## config.mk

```make
export PLATFORM = sky130hd
export DESIGN_NAME = tof_window_average_detector
export DESIGN_NICKNAME = d
export VERILOG_FILES = /design/src/hw/rtl/twad_pkg.sv /design/src/hw/rtl/twad_ram.sv /design/src/hw/rtl/twad_out_fifo.sv /design/src/hw/rtl/tof_window_average_detector.sv
export SDC_FILE = /design/constraint.sdc
export NUM_CORES = 2
export LEC_CHECK = 0
export BUFFER_PORTS_ARGS = -buffer_cell sky130_fd_sc_hd__clkbuf_2
export CAP_MARGIN = 5
export CORE_MARGIN = 2
export CORE_UTILIZATION = 50
export CTS_BUF_LIST = sky130_fd_sc_hd__clkbuf_8
export CTS_CLUSTER_DIAMETER = 150
export DETAILED_ROUTE_END_ITERATION = 12
export PLACE_DENSITY = 0.71
export SETUP_SLACK_MARGIN = 0.5
export SYNTH_ARGS = -nofsm -noshare
export SYNTH_HDL_FRONTEND = slang
export SYNTH_HIERARCHICAL = 1
export SYNTH_SLANG_ARGS = --single-unit
```

## constraint.sdc

```tcl
create_clock -name clock -period 8.75 [get_ports clock]
set_input_delay 0.4375 -clock clock [delete_from_list [all_inputs] [get_ports clock]]
set_output_delay 0.4375 -clock clock [all_outputs]
set_load 0.02 [all_outputs]
```

## src/hw/rtl/twad_pkg.sv

```systemverilog
`default_nettype none

package twad_pkg;

   // Window and channel layout
   localparam int WINDOW_DEPTH   = 10;
   localparam int SHORT_CHANNELS = 4;
   localparam int LONG_CHANNELS  = 4;
   localparam int CHANNELS       = SHORT_CHANNELS + LONG_CHANNELS;
   localparam int CH_W           = $clog2(CHANNELS);
   localparam int POS_W          = $clog2(WINDOW_DEPTH);
   localparam int SLOTS          = CHANNELS * WINDOW_DEPTH;
   localparam int ADDR_W         = $clog2(SLOTS);

   // Field widths
   localparam int SAMPLE_W    = 16;
   localparam int SCALE_W     = 5;
   localparam int PERCENT_W   = 7;
   localparam int CSR_INDEX_W = 3;
   localparam int CSR_DATA_W  = 16;

   localparam int PERCENT_BASE = 100;

   // Running sum and rounded mean by reciprocal multiply (exact for SUM_W-bit sums)
   localparam int SUM_MAX    = WINDOW_DEPTH * ((1 << SAMPLE_W) - 1);
   localparam int SUM_HALF   = WINDOW_DEPTH / 2;
   localparam int SUM_W      = $clog2(SUM_MAX + SUM_HALF + 1);
   localparam int MEAN_SHIFT = SUM_W + $clog2(WINDOW_DEPTH);
   localparam longint unsigned MEAN_RECIP =
      ((longint'(1) << MEAN_SHIFT) + longint'(WINDOW_DEPTH) - 1) / longint'(WINDOW_DEPTH);
   localparam int RECIP_W    = $clog2(MEAN_RECIP + 1);
   localparam int PROD_W     = SUM_W + RECIP_W;

   // Result queue
   localparam int FIFO_DEPTH = 8;
   localparam int FIFO_PTR_W = $clog2(FIFO_DEPTH);
   localparam int FIFO_CNT_W = $clog2(FIFO_DEPTH + 1);

   // Register reset values
   localparam logic [SCALE_W-1:0]   SHORT_SCALE_RESET   = 5'd1;
   localparam logic [SAMPLE_W-1:0]  SHORT_LIMIT_RESET   = 16'hFFFF;
   localparam logic [SAMPLE_W-1:0]  LONG_LIMIT_RESET    = 16'hFFFF;
   localparam logic [PERCENT_W-1:0] DIFF_PERCENT_RESET  = 7'd10;
   localparam logic [SAMPLE_W-1:0]  DIFF_ABSOLUTE_RESET = 16'd100;

   typedef enum logic [CSR_INDEX_W-1:0] {
      CSR_SHORT_SCALE   = 3'd0,
      CSR_SHORT_LIMIT   = 3'd1,
      CSR_LONG_LIMIT    = 3'd2,
      CSR_DIFF_PERCENT  = 3'd3,
      CSR_DIFF_ABSOLUTE = 3'd4
   } csr_index_type;

   typedef struct packed {
      logic                far_left;
      logic                far_right;
      logic                centre_right;
      logic                centre_left;
      logic                any_detected;
      logic [SAMPLE_W-1:0] channel_mean;
   } result_type;

   typedef struct packed {
      logic [FIFO_CNT_W-1:0] count;
   } fifo_status_type;

endpackage

`default_nettype wire

```

## src/hw/rtl/twad_ram.sv

```systemverilog
`default_nettype none

module twad_ram #(
   parameter int WIDTH = 16,
   parameter int DEPTH = 80
) (
   input  wire logic                     clock,
   input  wire logic                     wr_en,
   input  wire logic [$clog2(DEPTH)-1:0] wr_addr,
   input  wire logic [WIDTH-1:0]         wr_data,
   input  wire logic [$clog2(DEPTH)-1:0] rd_addr,
   output logic      [WIDTH-1:0]         rd_data
);

   logic [WIDTH-1:0] mem_ff [DEPTH];

   always_ff @(posedge clock) begin
      if (wr_en) begin
         mem_ff[wr_addr] <= wr_data;
      end
      rd_data <= mem_ff[rd_addr];
   end

endmodule

`default_nettype wire

```

## src/hw/rtl/twad_out_fifo.sv

```systemverilog
`default_nettype none

module twad_out_fifo (
   input  wire logic                         clock,
   input  wire logic                         reset,
   input  wire logic                         push,
   input  wire twad_pkg::result_type         push_data,
   input  wire logic                         pop,
   output logic                              head_valid,
   output twad_pkg::result_type              head_data,
   output twad_pkg::fifo_status_type         status
);

   twad_pkg::result_type                  entry_ff [twad_pkg::FIFO_DEPTH];
   logic [twad_pkg::FIFO_PTR_W-1:0]       wr_ptr_ff, wr_ptr_in;
   logic [twad_pkg::FIFO_PTR_W-1:0]       rd_ptr_ff, rd_ptr_in;
   logic [twad_pkg::FIFO_CNT_W-1:0]       count_ff, count_in;
   logic                                  do_pop;

   assign head_valid   = (count_ff != '0);
   assign head_data    = entry_ff[rd_ptr_ff];
   assign status.count = count_ff;
   assign do_pop       = pop && head_valid;

   always_comb begin
      wr_ptr_in = push   ? wr_ptr_ff + 1'b1 : wr_ptr_ff;
      rd_ptr_in = do_pop ? rd_ptr_ff + 1'b1 : rd_ptr_ff;
      count_in  = count_ff;
      if (push && !do_pop) begin
         count_in = count_ff + 1'b1;
      end else if (do_pop && !push) begin
         count_in = count_ff - 1'b1;
      end
   end

   always_ff @(posedge clock) begin
      if (reset) begin
         wr_ptr_ff <= '0;
         rd_ptr_ff <= '0;
         count_ff  <= '0;
      end else begin
         wr_ptr_ff <= wr_ptr_in;
         rd_ptr_ff <= rd_ptr_in;
         count_ff  <= count_in;
      end
   end

   always_ff @(posedge clock) begin
      if (push) begin
         entry_ff[wr_ptr_ff] <= push_data;
      end
   end

endmodule

`default_nettype wire

```

## src/hw/rtl/tof_window_average_detector.sv

```systemverilog
// A sample passes pipeline stages 1 to 4 and the result queue before its result shows on rsp_valid.
// Throughput: one sample per cycle; samples stall only when the results queued plus
// those in pipeline stages 1 to 4 reach eight, i.e. when rsp_stall holds back results.
// Reset: synchronous, active high. Windows, sums, write positions and means clear at
// once (per-slot valid bits stand in for the window memory), registers take defaults.
`default_nettype none

module tof_window_average_detector (
   input  wire logic                               clock,
   input  wire logic                               reset,
   // sample channel
   input  wire logic                               req_valid,
   output logic                                    req_stall,
   input  wire logic [twad_pkg::CH_W-1:0]          req_channel,
   input  wire logic [twad_pkg::SAMPLE_W-1:0]      req_sample,
   // result channel
   output logic                                    rsp_valid,
   input  wire logic                               rsp_stall,
   output logic                                    rsp_far_left,
   output logic                                    rsp_far_right,
   output logic                                    rsp_centre_right,
   output logic                                    rsp_centre_left,
   output logic                                    rsp_any_detected,
   output logic [twad_pkg::SAMPLE_W-1:0]           rsp_channel_mean,
   // register write port
   input  wire logic                               csr_wr_en,
   input  wire logic [twad_pkg::CSR_INDEX_W-1:0]   csr_index,
   input  wire logic [twad_pkg::CSR_DATA_W-1:0]    csr_wdata
);

   // ------------------------------------------------------------------
   // Configuration registers
   // ------------------------------------------------------------------
   logic [twad_pkg::SCALE_W-1:0]   short_scale_ff;
   logic [twad_pkg::SAMPLE_W-1:0]  short_limit_ff;
   logic [twad_pkg::SAMPLE_W-1:0]  long_limit_ff;
   logic [twad_pkg::PERCENT_W-1:0] diff_percent_ff;
   logic [twad_pkg::SAMPLE_W-1:0]  diff_absolute_ff;

   always_ff @(posedge clock) begin
      if (reset) begin
         short_scale_ff   <= twad_pkg::SHORT_SCALE_RESET;
         short_limit_ff   <= twad_pkg::SHORT_LIMIT_RESET;
         long_limit_ff    <= twad_pkg::LONG_LIMIT_RESET;
         diff_percent_ff  <= twad_pkg::DIFF_PERCENT_RESET;
         diff_absolute_ff <= twad_pkg::DIFF_ABSOLUTE_RESET;
      end else if (csr_wr_en) begin
         // mask each write to its register width; unknown indexes are dropped
         case (csr_index)
            twad_pkg::CSR_SHORT_SCALE:   short_scale_ff   <= csr_wdata[twad_pkg::SCALE_W-1:0];
            twad_pkg::CSR_SHORT_LIMIT:   short_limit_ff   <= csr_wdata;
            twad_pkg::CSR_LONG_LIMIT:    long_limit_ff    <= csr_wdata;
            twad_pkg::CSR_DIFF_PERCENT:  diff_percent_ff  <= csr_wdata[twad_pkg::PERCENT_W-1:0];
            twad_pkg::CSR_DIFF_ABSOLUTE: diff_absolute_ff <= csr_wdata;
            default: ;
         endcase
      end
   end

   // ------------------------------------------------------------------
   // Flow control: every stage advances each cycle. Admit a sample only
   // when the result queue can absorb everything already in flight.
   // ------------------------------------------------------------------
   logic                                s1_valid_ff, s2_valid_ff, s3_valid_ff, s4_valid_ff;
   twad_pkg::fifo_status_type           fifo_status;
   logic [twad_pkg::FIFO_CNT_W:0]       occupancy;
   logic                                accept;

   assign occupancy = (twad_pkg::FIFO_CNT_W+1)'(fifo_status.count)
                    + (twad_pkg::FIFO_CNT_W+1)'(s1_valid_ff)
                    + (twad_pkg::FIFO_CNT_W+1)'(s2_valid_ff)
                    + (twad_pkg::FIFO_CNT_W+1)'(s3_valid_ff)
                    + (twad_pkg::FIFO_CNT_W+1)'(s4_valid_ff);
   assign req_stall = (occupancy >= (twad_pkg::FIFO_CNT_W+1)'(twad_pkg::FIFO_DEPTH));
   assign accept    = req_valid && !req_stall;

   // ------------------------------------------------------------------
   // Stage 0: scale short range samples, pick the window slot, issue the
   // read of the slot's old value and advance the write position.
   // ------------------------------------------------------------------
   logic [twad_pkg::POS_W-1:0]    pos_ff [twad_pkg::CHANNELS];
   logic [twad_pkg::POS_W-1:0]    pos_cur, pos_in;
   logic [twad_pkg::SAMPLE_W+twad_pkg::SCALE_W-1:0] scaled_full;
   logic                          is_short;
   logic [twad_pkg::SAMPLE_W-1:0] val_in;
   logic [twad_pkg::ADDR_W-1:0]   slot_in;

   assign pos_cur     = pos_ff[req_channel];
   assign pos_in      = (pos_cur == twad_pkg::POS_W'(twad_pkg::WINDOW_DEPTH - 1))
                      ? '0 : pos_cur + 1'b1;
   assign is_short    = (req_channel < twad_pkg::CH_W'(twad_pkg::SHORT_CHANNELS));
   assign scaled_full = (twad_pkg::SAMPLE_W+twad_pkg::SCALE_W)'(req_sample)
                      * (twad_pkg::SAMPLE_W+twad_pkg::SCALE_W)'(short_scale_ff);
   // keep only the low 16 bits of the scaled product
   assign val_in      = is_short ? scaled_full[twad_pkg::SAMPLE_W-1:0] : req_sample;
   assign slot_in     = twad_pkg::ADDR_W'(req_channel) * twad_pkg::ADDR_W'(twad_pkg::WINDOW_DEPTH)
                      + twad_pkg::ADDR_W'(pos_cur);

   always_ff @(posedge clock) begin
      if (reset) begin
         for (int i = 0; i < twad_pkg::CHANNELS; i++) begin
            pos_ff[i] <= '0;
         end
      end else if (accept) begin
         pos_ff[req_channel] <= pos_in;
      end
   end

   // ------------------------------------------------------------------
   // Stage 1: old slot value arrives from the window memory. Update the
   // running sum and overwrite the slot. Slots never written read as zero.
   // ------------------------------------------------------------------
   logic [twad_pkg::CH_W-1:0]     s1_ch_ff;
   logic [twad_pkg::SAMPLE_W-1:0] s1_val_ff;
   logic [twad_pkg::ADDR_W-1:0]   s1_slot_ff;
   logic                          s1_written_ff;
   logic [twad_pkg::SLOTS-1:0]    written_ff;
   logic [twad_pkg::SAMPLE_W-1:0] ram_rd_data;
   logic [twad_pkg::SAMPLE_W-1:0] old_val;
   logic [twad_pkg::SUM_W-1:0]    sum_ff [twad_pkg::CHANNELS];
   logic [twad_pkg::SUM_W-1:0]    sum_in;

   twad_ram #(
      .WIDTH (twad_pkg::SAMPLE_W),
      .DEPTH (twad_pkg::SLOTS)
   ) u_window_ram (
      .clock   (clock),
      .wr_en   (s1_valid_ff),
      .wr_addr (s1_slot_ff),
      .wr_data (s1_val_ff),
      .rd_addr (slot_in),
      .rd_data (ram_rd_data)
   );

   always_ff @(posedge clock) begin
      if (reset) begin
         s1_valid_ff <= 1'b0;
      end else begin
         s1_valid_ff <= accept;
      end
      s1_ch_ff      <= req_channel;
      s1_val_ff     <= val_in;
      s1_slot_ff    <= slot_in;
      s1_written_ff <= written_ff[slot_in];
   end

   assign old_val = s1_written_ff ? ram_rd_data : '0;
   assign sum_in  = sum_ff[s1_ch_ff] - twad_pkg::SUM_W'(old_val) + twad_pkg::SUM_W'(s1_val_ff);

   always_ff @(posedge clock) begin
      if (reset) begin
         written_ff <= '0;
         for (int i = 0; i < twad_pkg::CHANNELS; i++) begin
            sum_ff[i] <= '0;
         end
      end else if (s1_valid_ff) begin
         written_ff[s1_slot_ff] <= 1'b1;
         sum_ff[s1_ch_ff]       <= sum_in;
      end
   end

   // ------------------------------------------------------------------
   // Stage 2: rounded mean by multiply with the reciprocal of the depth.
   // ------------------------------------------------------------------
   logic [twad_pkg::CH_W-1:0]     s2_ch_ff;
   logic [twad_pkg::SUM_W-1:0]    s2_biased_ff;
   logic [twad_pkg::PROD_W-1:0]   mean_prod;
   logic [twad_pkg::SAMPLE_W-1:0] mean_in;
   logic [twad_pkg::SAMPLE_W-1:0] mean_ff [twad_pkg::CHANNELS];

   always_ff @(posedge clock) begin
      if (reset) begin
         s2_valid_ff <= 1'b0;
      end else begin
         s2_valid_ff <= s1_valid_ff;
      end
      s2_ch_ff     <= s1_ch_ff;
      // add half the depth so the truncating divide rounds half up
      s2_biased_ff <= sum_in + twad_pkg::SUM_W'(twad_pkg::SUM_HALF);
   end

   assign mean_prod = twad_pkg::PROD_W'(s2_biased_ff) * twad_pkg::PROD_W'(twad_pkg::MEAN_RECIP);
   assign mean_in   = mean_prod[twad_pkg::MEAN_SHIFT +: twad_pkg::SAMPLE_W];

   // Unclamped means are kept so a later limit write applies to all channels.
   always_ff @(posedge clock) begin
      if (reset) begin
         for (int i = 0; i < twad_pkg::CHANNELS; i++) begin
            mean_ff[i] <= '0;
         end
      end else if (s2_valid_ff) begin
         mean_ff[s2_ch_ff] <= mean_in;
      end
   end

   // ------------------------------------------------------------------
   // Stage 3: clamp every channel mean to its range limit and snapshot.
   // ------------------------------------------------------------------
   logic [twad_pkg::CH_W-1:0]     s3_ch_ff;
   logic [twad_pkg::SAMPLE_W-1:0] clamp_in [twad_pkg::CHANNELS];
   logic [twad_pkg::SAMPLE_W-1:0] clamp_ff [twad_pkg::CHANNELS];
   logic [twad_pkg::CH_W-1:0]     s4_ch_ff;

   always_ff @(posedge clock) begin
      if (reset) begin
         s3_valid_ff <= 1'b0;
      end else begin
         s3_valid_ff <= s2_valid_ff;
      end
      s3_ch_ff <= s2_ch_ff;
   end

   always_comb begin
      for (int i = 0; i < twad_pkg::CHANNELS; i++) begin
         if (i < twad_pkg::SHORT_CHANNELS) begin
            clamp_in[i] = (mean_ff[i] > short_limit_ff) ? short_limit_ff : mean_ff[i];
         end else begin
            clamp_in[i] = (mean_ff[i] > long_limit_ff) ? long_limit_ff : mean_ff[i];
         end
      end
   end

   always_ff @(posedge clock) begin
      if (reset) begin
         s4_valid_ff <= 1'b0;
      end else begin
         s4_valid_ff <= s3_valid_ff;
      end
      s4_ch_ff <= s3_ch_ff;
      for (int i = 0; i < twad_pkg::CHANNELS; i++) begin
         clamp_ff[i] <= clamp_in[i];
      end
   end

   // ------------------------------------------------------------------
   // Stage 4: pair tests on the clamped snapshot, push into result queue.
   // ------------------------------------------------------------------
   function automatic logic percent_hit(input logic [15:0] top, input logic [15:0] bottom,
                                        input logic [6:0] pct);
      logic signed [16:0] diff;
      logic signed [24:0] lhs;
      logic        [22:0] prod;
      logic signed [24:0] rhs;
      diff = $signed({1'b0, top}) - $signed({1'b0, bottom});
      lhs  = 25'(diff) * 25'sd100;
      prod = 23'(top) * 23'(pct);
      rhs  = $signed({2'b00, prod});
      return lhs > rhs;
   endfunction

   function automatic logic absolute_hit(input logic [15:0] top, input logic [15:0] bottom,
                                         input logic [15:0] limit);
      logic signed [16:0] diff;
      diff = $signed({1'b0, top}) - $signed({1'b0, bottom});
      return diff > $signed({1'b0, limit});
   endfunction

   twad_pkg::result_type push_data;
   twad_pkg::result_type head_data;

   always_comb begin
      push_data.far_left     = percent_hit(clamp_ff[2], clamp_ff[3], diff_percent_ff);
      push_data.far_right    = percent_hit(clamp_ff[0], clamp_ff[1], diff_percent_ff);
      push_data.centre_right = absolute_hit(clamp_ff[6], clamp_ff[7], diff_absolute_ff);
      push_data.centre_left  = absolute_hit(clamp_ff[4], clamp_ff[5], diff_absolute_ff);
      push_data.any_detected = push_data.far_left || push_data.far_right
                            || push_data.centre_right || push_data.centre_left;
      push_data.channel_mean = clamp_ff[s4_ch_ff];
   end

   // Result queue decouples the pipeline from rsp_stall.
   twad_out_fifo u_out_fifo (
      .clock      (clock),
      .reset      (reset),
      .push       (s4_valid_ff),
      .push_data  (push_data),
      .pop        (!rsp_stall),
      .head_valid (rsp_valid),
      .head_data  (head_data),
      .status     (fifo_status)
   );

   assign rsp_far_left     = head_data.far_left;
   assign rsp_far_right    = head_data.far_right;
   assign rsp_centre_right = head_data.centre_right;
   assign rsp_centre_left  = head_data.centre_left;
   assign rsp_any_detected = head_data.any_detected;
   assign rsp_channel_mean = head_data.channel_mean;

`ifndef ASSERT_OFF
   // Accepted sample enters the pipeline on the next cycle
   a_accept_enters: assert property (@(posedge clock) disable iff (reset)
      accept |=> s1_valid_ff)
      else $error("accepted sample missing from stage 1");

   // Queue plus in-flight items never exceed queue capacity
   a_no_overflow: assert property (@(posedge clock) disable iff (reset)
      occupancy <= (twad_pkg::FIFO_CNT_W+1)'(twad_pkg::FIFO_DEPTH))
      else $error("result queue overcommitted");

   // Running sum stays within the window's maximum
   a_sum_bound: assert property (@(posedge clock) disable iff (reset)
      s2_valid_ff |-> (s2_biased_ff
                       <= twad_pkg::SUM_W'(twad_pkg::SUM_MAX + twad_pkg::SUM_HALF)))
      else $error("running sum out of range");

   // Slot address stays inside the window memory
   a_slot_range: assert property (@(posedge clock) disable iff (reset)
      s1_valid_ff |-> (s1_slot_ff < twad_pkg::ADDR_W'(twad_pkg::SLOTS)))
      else $error("window slot out of range");

   // A finished result is offered on the next cycle
   a_push_visible: assert property (@(posedge clock) disable iff (reset)
      s4_valid_ff |=> rsp_valid)
      else $error("pushed result not visible");
`endif

endmodule

`default_nettype wire

```

## After elaboration in Yosys (flattened, before gate mapping)

Memories as Yosys holds them, arrays and structs flattened. A register that Yosys moved wholly into a read port is not among the register bits.
Index checks and enable logic that the tools add are counted.

| cells by class | value |
|---|---|
| mux-type cells | 42 |
| add/subtract/negate cells | 17 |
| $lt $le $gt $ge | 17 |
| $mul | 7 |
| bitwise logic cells | 1 |
| reductions and logical operators | 23 |
| equality and inequality tests | 5 |

Operators by type and width:

| cell | count |
|---|---|
| 2-to-1 mux 16 bit | 11 |
| greater-than comparator 16 bit | 8 |
| OR 80 bit | 1 |
| subtractor 16 x 16 -> 17 bit | 4 |
| greater-than comparator 25 x 24 -> 1 bit | 2 |
| multiplier 16 x 7 -> 23 bit | 2 |
| multiplier 17 x 6 -> 23 bit (second input constant) | 2 |
| multiplier 20 x 20 -> 39 bit (second input constant) | 1 |
| greater-than comparator 17 bit | 2 |
| adder 20 x 16 -> 20 bit | 1 |
| adder 20 x 3 -> 20 bit (second input constant) | 1 |
| 2-to-1 mux 20 bit | 1 |
| OR reduction 20 bit | 1 |
| subtractor 20 x 16 -> 20 bit | 1 |
| 2-to-1 mux 1 bit | 19 |
| less-than comparator 7 x 8 -> 1 bit (second input constant) | 2 |
| multiplier 16 x 5 -> 16 bit | 1 |
| 2-to-1 mux 4 bit | 4 |
| OR reduction 16 bit | 1 |
| adder 5 x 1 -> 5 bit | 3 |
| 2-to-1 mux 3 bit | 5 |
| AND reduction 2 bit | 5 |
| adder 4 x 1 -> 4 bit (second input constant) | 2 |
| adder 7 x 4 -> 7 bit | 1 |
| other kinds (20) | 31 |

| storage, ports and cells | value |
|---|---|
| memories | 6 |
| bits of input ports | 43 |
| register bits | 207 |
| memory bits (writable) | 1,896 |
| output and inout port bits | 23 |

Memory list:

| memory | words | width | read ports | clocked after Yosys merged registers in | write ports | line | source |
|---|---|---|---|---|---|---|---|
| u_window_ram.mem_ff | 80 | 16 | 1 | 1 | 1 | twad_ram.sv:15 | `logic [WIDTH-1:0] mem_ff [DEPTH];` |
| u_out_fifo.entry_ff | 8 | 21 | 1 | 1 | 1 | twad_out_fifo.sv:14 | `twad_pkg::result_type entry_ff [twad_pkg::FIFO_DEPTH];` |
| sum_ff | 8 | 20 | 1 | 1 | 8 | tof_window_average_detector.sv:120 | `logic [twad_pkg::SUM_W-1:0] sum_ff [twad_pkg::CHANNELS];` |
| clamp_ff | 8 | 16 | 9 | 1 | 8 | tof_window_average_detector.sv:201 | `logic [twad_pkg::SAMPLE_W-1:0] clamp_ff [twad_pkg::CHANNELS];` |
| mean_ff | 8 | 16 | 8 | 0 | 8 | tof_window_average_detector.sv:169 | `logic [twad_pkg::SAMPLE_W-1:0] mean_ff [twad_pkg::CHANNELS];` |
| pos_ff | 8 | 4 | 1 | 0 | 8 | tof_window_average_detector.sv:81 | `logic [twad_pkg::POS_W-1:0] pos_ff [twad_pkg::CHANNELS];` |

## Depth between registers and ports, before layout

| logic depth | value |
|---|---|
| depth after elaboration | 12 |
| depth in mapped cells | 34 |
| gate-level depth less buffers | 34 |

## By module

Netlist, hierarchy kept.

Modules (own cells, without submodules):

| module | area each (sq um) | times used | sequential area each (sq um) | cells an instance |
|---|---|---|---|---|
| tof_window_average_detector | 52,367.7 | 1 | 16,175.5 | 5,246 |
| twad_ram | 49,837.8 | 1 | 38,757.2 | 2,392 |
| twad_out_fifo | 7,074.3 | 1 | 5,305.1 | 312 |

## Least setup slack after synthesis

OpenSTA, ideal clock, no wires.

| timing | value |
|---|---|
| path kind | flip-flop to flip-flop |
| start | reg diff_percent_ff[5] (netlist bit) |
| end | mem u_out_fifo/entry_ff[0][16] (netlist bit), data pin |
| path slack | 1.390 ns |
| cell stages (with the launch flop) | 29 |
| path buffers | 1 |
| period minus slack after synthesis | 7.360 ns |
| setup time | 0.301 ns |
| data arrival time | 7.059 ns |
| data required time | 8.449 ns |
| path through | dfxtp_1 clkbuf_1 and2_1 fa_1 fa_1 fa_1 inv_1 fa_1 inv_1 ha_1 or2_2 a21oi_1 a31oi_1 a41oi_1 a31oi_1 and4_1 a2111oi_0 a21oi_1 xnor2_1 ha_1 and4_1 nand3_1 nor2_1 a32oi_1 nand2_1 nor3b_1 a21oi_1 o221a_2 or4_1 |

RTL lines:

| what | line | source |
|---|---|---|
| start, declared | tof_window_average_detector.sv:37 | `logic [twad_pkg::PERCENT_W-1:0] diff_percent_ff;` |
| start signal, assigned | tof_window_average_detector.sv:45 | `diff_percent_ff <= twad_pkg::DIFF_PERCENT_RESET;` |
| start signal, assigned | tof_window_average_detector.sv:53 | `twad_pkg::CSR_DIFF_PERCENT: diff_percent_ff <= csr_wdata[twad_pkg::PERCENT_W-1:0];` |
| end, declared | twad_out_fifo.sv:14 |  |

==> results.cfg <==
[sta]
drv_slew = 0
worstMarginPinSlew_ns = 1.37
rsz0062_at_grt = no
setup_viol = 0
fmax_mhz = 128
finalCriticalPeriod_ns = 7.79
fin_skew_ns = 0.116
final.setup.tns_ns = 0
period_share_pct = 89.0
relSlewSlack_pct = 8.28
timing_hold_violations_final = 0

[clock_network]
cts_root_buffer = clkbuf_8
clkTransAtPathRegs_ns = 0.06
cts_tree = yes
cts_buffers = 340
cts.sinks = 2125
clock_latency_ns = 1.06
htreeDepth = 5
post-cts-setup-buffers = 0
cts_buffer_depth = 4

[final_layout]
final_util_pct = 55.5
nets = 9412
areaGrowthSynthToFinish_pct = 10.3
final_common_cell = edfxtp_1
drive_above_1_share_pct = 14.6
fillers = 17300
layout_common_cells = edfxtp_1 (1,768), inv_1 (799), ha_1 (709)

[grt]
antenna_found_initial = 4
grt_pass1_vias = 68300
grt_overflow = 0
grtUsageTotal_pct = 24.3
grt_first_pass_wirelength_um = 413000
grt_start_max_net_pins = 94

[floorplanning]
fp-row-count = 171
chipWidth_um = 472
chipHeight_um = 472
start_util_pct = 50.3
pin_count = 66
fp.dieArea_um2 = 222000
core_um2 = 217000

[setup_path]
critPathCaptureType = register
path_buf_inv = 3
crit_path_frequent_cell = a21o_1
path_delay_family = adder cells
required_ns = 9.50
critPathMaxFanout = 23
worstSetupStartpointType = register
cpPeakStageDelay_ns = 0.60
setup.worst_path.class = reg -> reg
cp_slowest_cell = or4_4
arrival_ns = 8.53

[placed_design]
gp_congestion = 0.935
io_buffer_count = 65
dp_hpwl_um = 185000

[logic_synthesis]
synth_enable_flop_cells = 1768
synth_area_um2 = 109000
yosys.cell_types.count = 79
synth_top_area_share_pct = 48.6
yosys_warnings = 6
ys_ff_latch = 2125
synth.net_count = 9056
synthCells = 7950
avgSynthCellArea_um2 = 13.7
synth.yosys.seq_area_share_pct = 55.1
yosysTopAreaCell = edfxtp_1
synth.area.top_cells = edfxtp_1 (49%), ha_1 (8.1%), dfxtp_1 (6.5%)
async_reset_ff_share_pct = 0
synth_top_flop_cell = edfxtp_1

[flow_run]
cap_violations = 0

[hold_path]
hp-class = in -> reg

[drt]
viasPerCell = 5.82
drt-total-wl_um = 273000
drtPass1Iterations = 6
vias = 66500
drt_iter0_markers = 5898
ant_nets = 0
drc = 0
wl_per_cell_um = 23.9

[run_status]
run_status = completed
[cells in the mapped netlist (all sizes together), types with 49 or more instances]
cell and count:
a22o 49, nor3 74, inv 693, nand3 87, clkbuf 190, edfxtp 1768
xor2 83, and2 220, xnor2 139, o21a 67, o21ai 108, mux2 182
and3 52, nand2 364, buf 116, a21oi 284, dfxtp 357, mux4 307
ha 710, a21o 97, a22oi 129, mux2i 315, nor2b 66, fa 353
a31oi 52, nor2 672
[through the flow]
step,worst slack [ns],area (um^2),instances,hold slack (ns)
6_report,0.964,121000,11400,0.163
5_1_grt,0.480,121000,11400,0.124
4_1_cts,0.618,120000,11400,0.0640
3_5_place_dp,0.582,114000,10800,0.312
3_3_place_gp,0.760,114000,10800,0.313
2_1_floorplan,1.39,109000,7950,0.310
[repair_timing]
item / 4_1_cts / 5_1_grt
endpoints found under the setup margin: 0 / 8
hold buffers: 52 / 0
endpoints found under the hold margin: 124 / 0
gates resized for setup: 0 / 15
[metal layers]
metal  up-vias  share of wire (%)  track usage, %  wire (um)
li1      29900                  -               -          -
met1     33500                 40            32.0     110000
met2      2545                 49            40.9     133000
met3       520                6.9            3.53      18800
met4         0                4.0            9.35      10800
met5         -                  0               0          0
[final timing paths]
check	to	cells past startpoint	startpoint	slack, ns
setup / recovery	u_out_fifo/entry_ff[6][16]	27	diff_percent_ff[1]	0.96
hold / removal	diff_percent_ff[0]	4	csr_index[1]	0.16
setup reg to reg	u_out_fifo/entry_ff[6][16]	27	diff_percent_ff[1]	0.96
hold reg to reg	register	0	s3_ch_ff[1]	0.32
[kinds of logic (layout without fill, tap and decap cells)]
kind of cell,Yosys count,after routing,synth area share [%]
flops,2125,2125,55.1
simple gates,1706,1706,7.30
fa+ha+maj,1063,1063,14.6
compound gates,1030,1030,6.36
buf+inv,1000,1606,3.62
mux,804,804,11.2
xor+xnor,222,222,1.78
other cells,0,5,0
[registers in the layout, indices dropped and copies added, names as in the netlist, 3 cells and up, named ones only]
signal	cells
diff_percent_ff	7
s1_slot_ff	7
u_out_fifo/rd_ptr_ff	3
s2_biased_ff	20
s1_val_ff	16
u_window_ram/rd_data	16
short_limit_ff	16
u_out_fifo/status	4
s2_ch_ff	3
long_limit_ff	16
short_scale_ff	5
u_window_ram/mem_ff	1280
mean_ff	128
diff_absolute_ff	16
sum_ff	160
u_out_fifo/wr_ptr_ff	3
u_out_fifo/entry_ff	168
s3_ch_ff	3
clamp_ff	128
pos_ff	32
written_ff	80
s1_ch_ff	3
[cell type report]
class                           instances  area, um^2  area share, %
Sequential cell                      2125       60300           50.0
Multi-Input combinational cell       4825       45300           37.6
Clock buffer                          372        5120           4.25
Tap cell                             2854        3570           2.96
Inverter                              694        2610           2.17
Timing Repair Buffer                  320        2410           2.00
Clock inverter                        220        1200           1.00
Antenna cell                            5        12.5         0.0104
[worst reg2reg max path: stages (launching register included)]
cell and delay (ns):
dfxtp_1 0.52, buf_4 0.34, and2_1 0.19, fa_1 0.43, fa_1 0.49, fa_1 0.55, inv_1 0.06, fa_1 0.53
inv_1 0.04, ha_1 0.34, a21o_1 0.18, a21o_1 0.20, or3_1 0.31, a211oi_1 0.23, o31ai_1 0.20, a21o_1 0.21
a21oi_1 0.17, xor2_1 0.21, ha_1 0.27, a21o_1 0.16, a21o_1 0.17, a21o_1 0.17, a21oi_1 0.15, a2bb2oi_1 0.23
and3_1 0.19, mux2i_1 0.07, o221a_2 0.36, or4_4 0.60
Power is not shown: default switching activity piles up to over one toggle a cycle in this logic, so the estimate is an artifact.
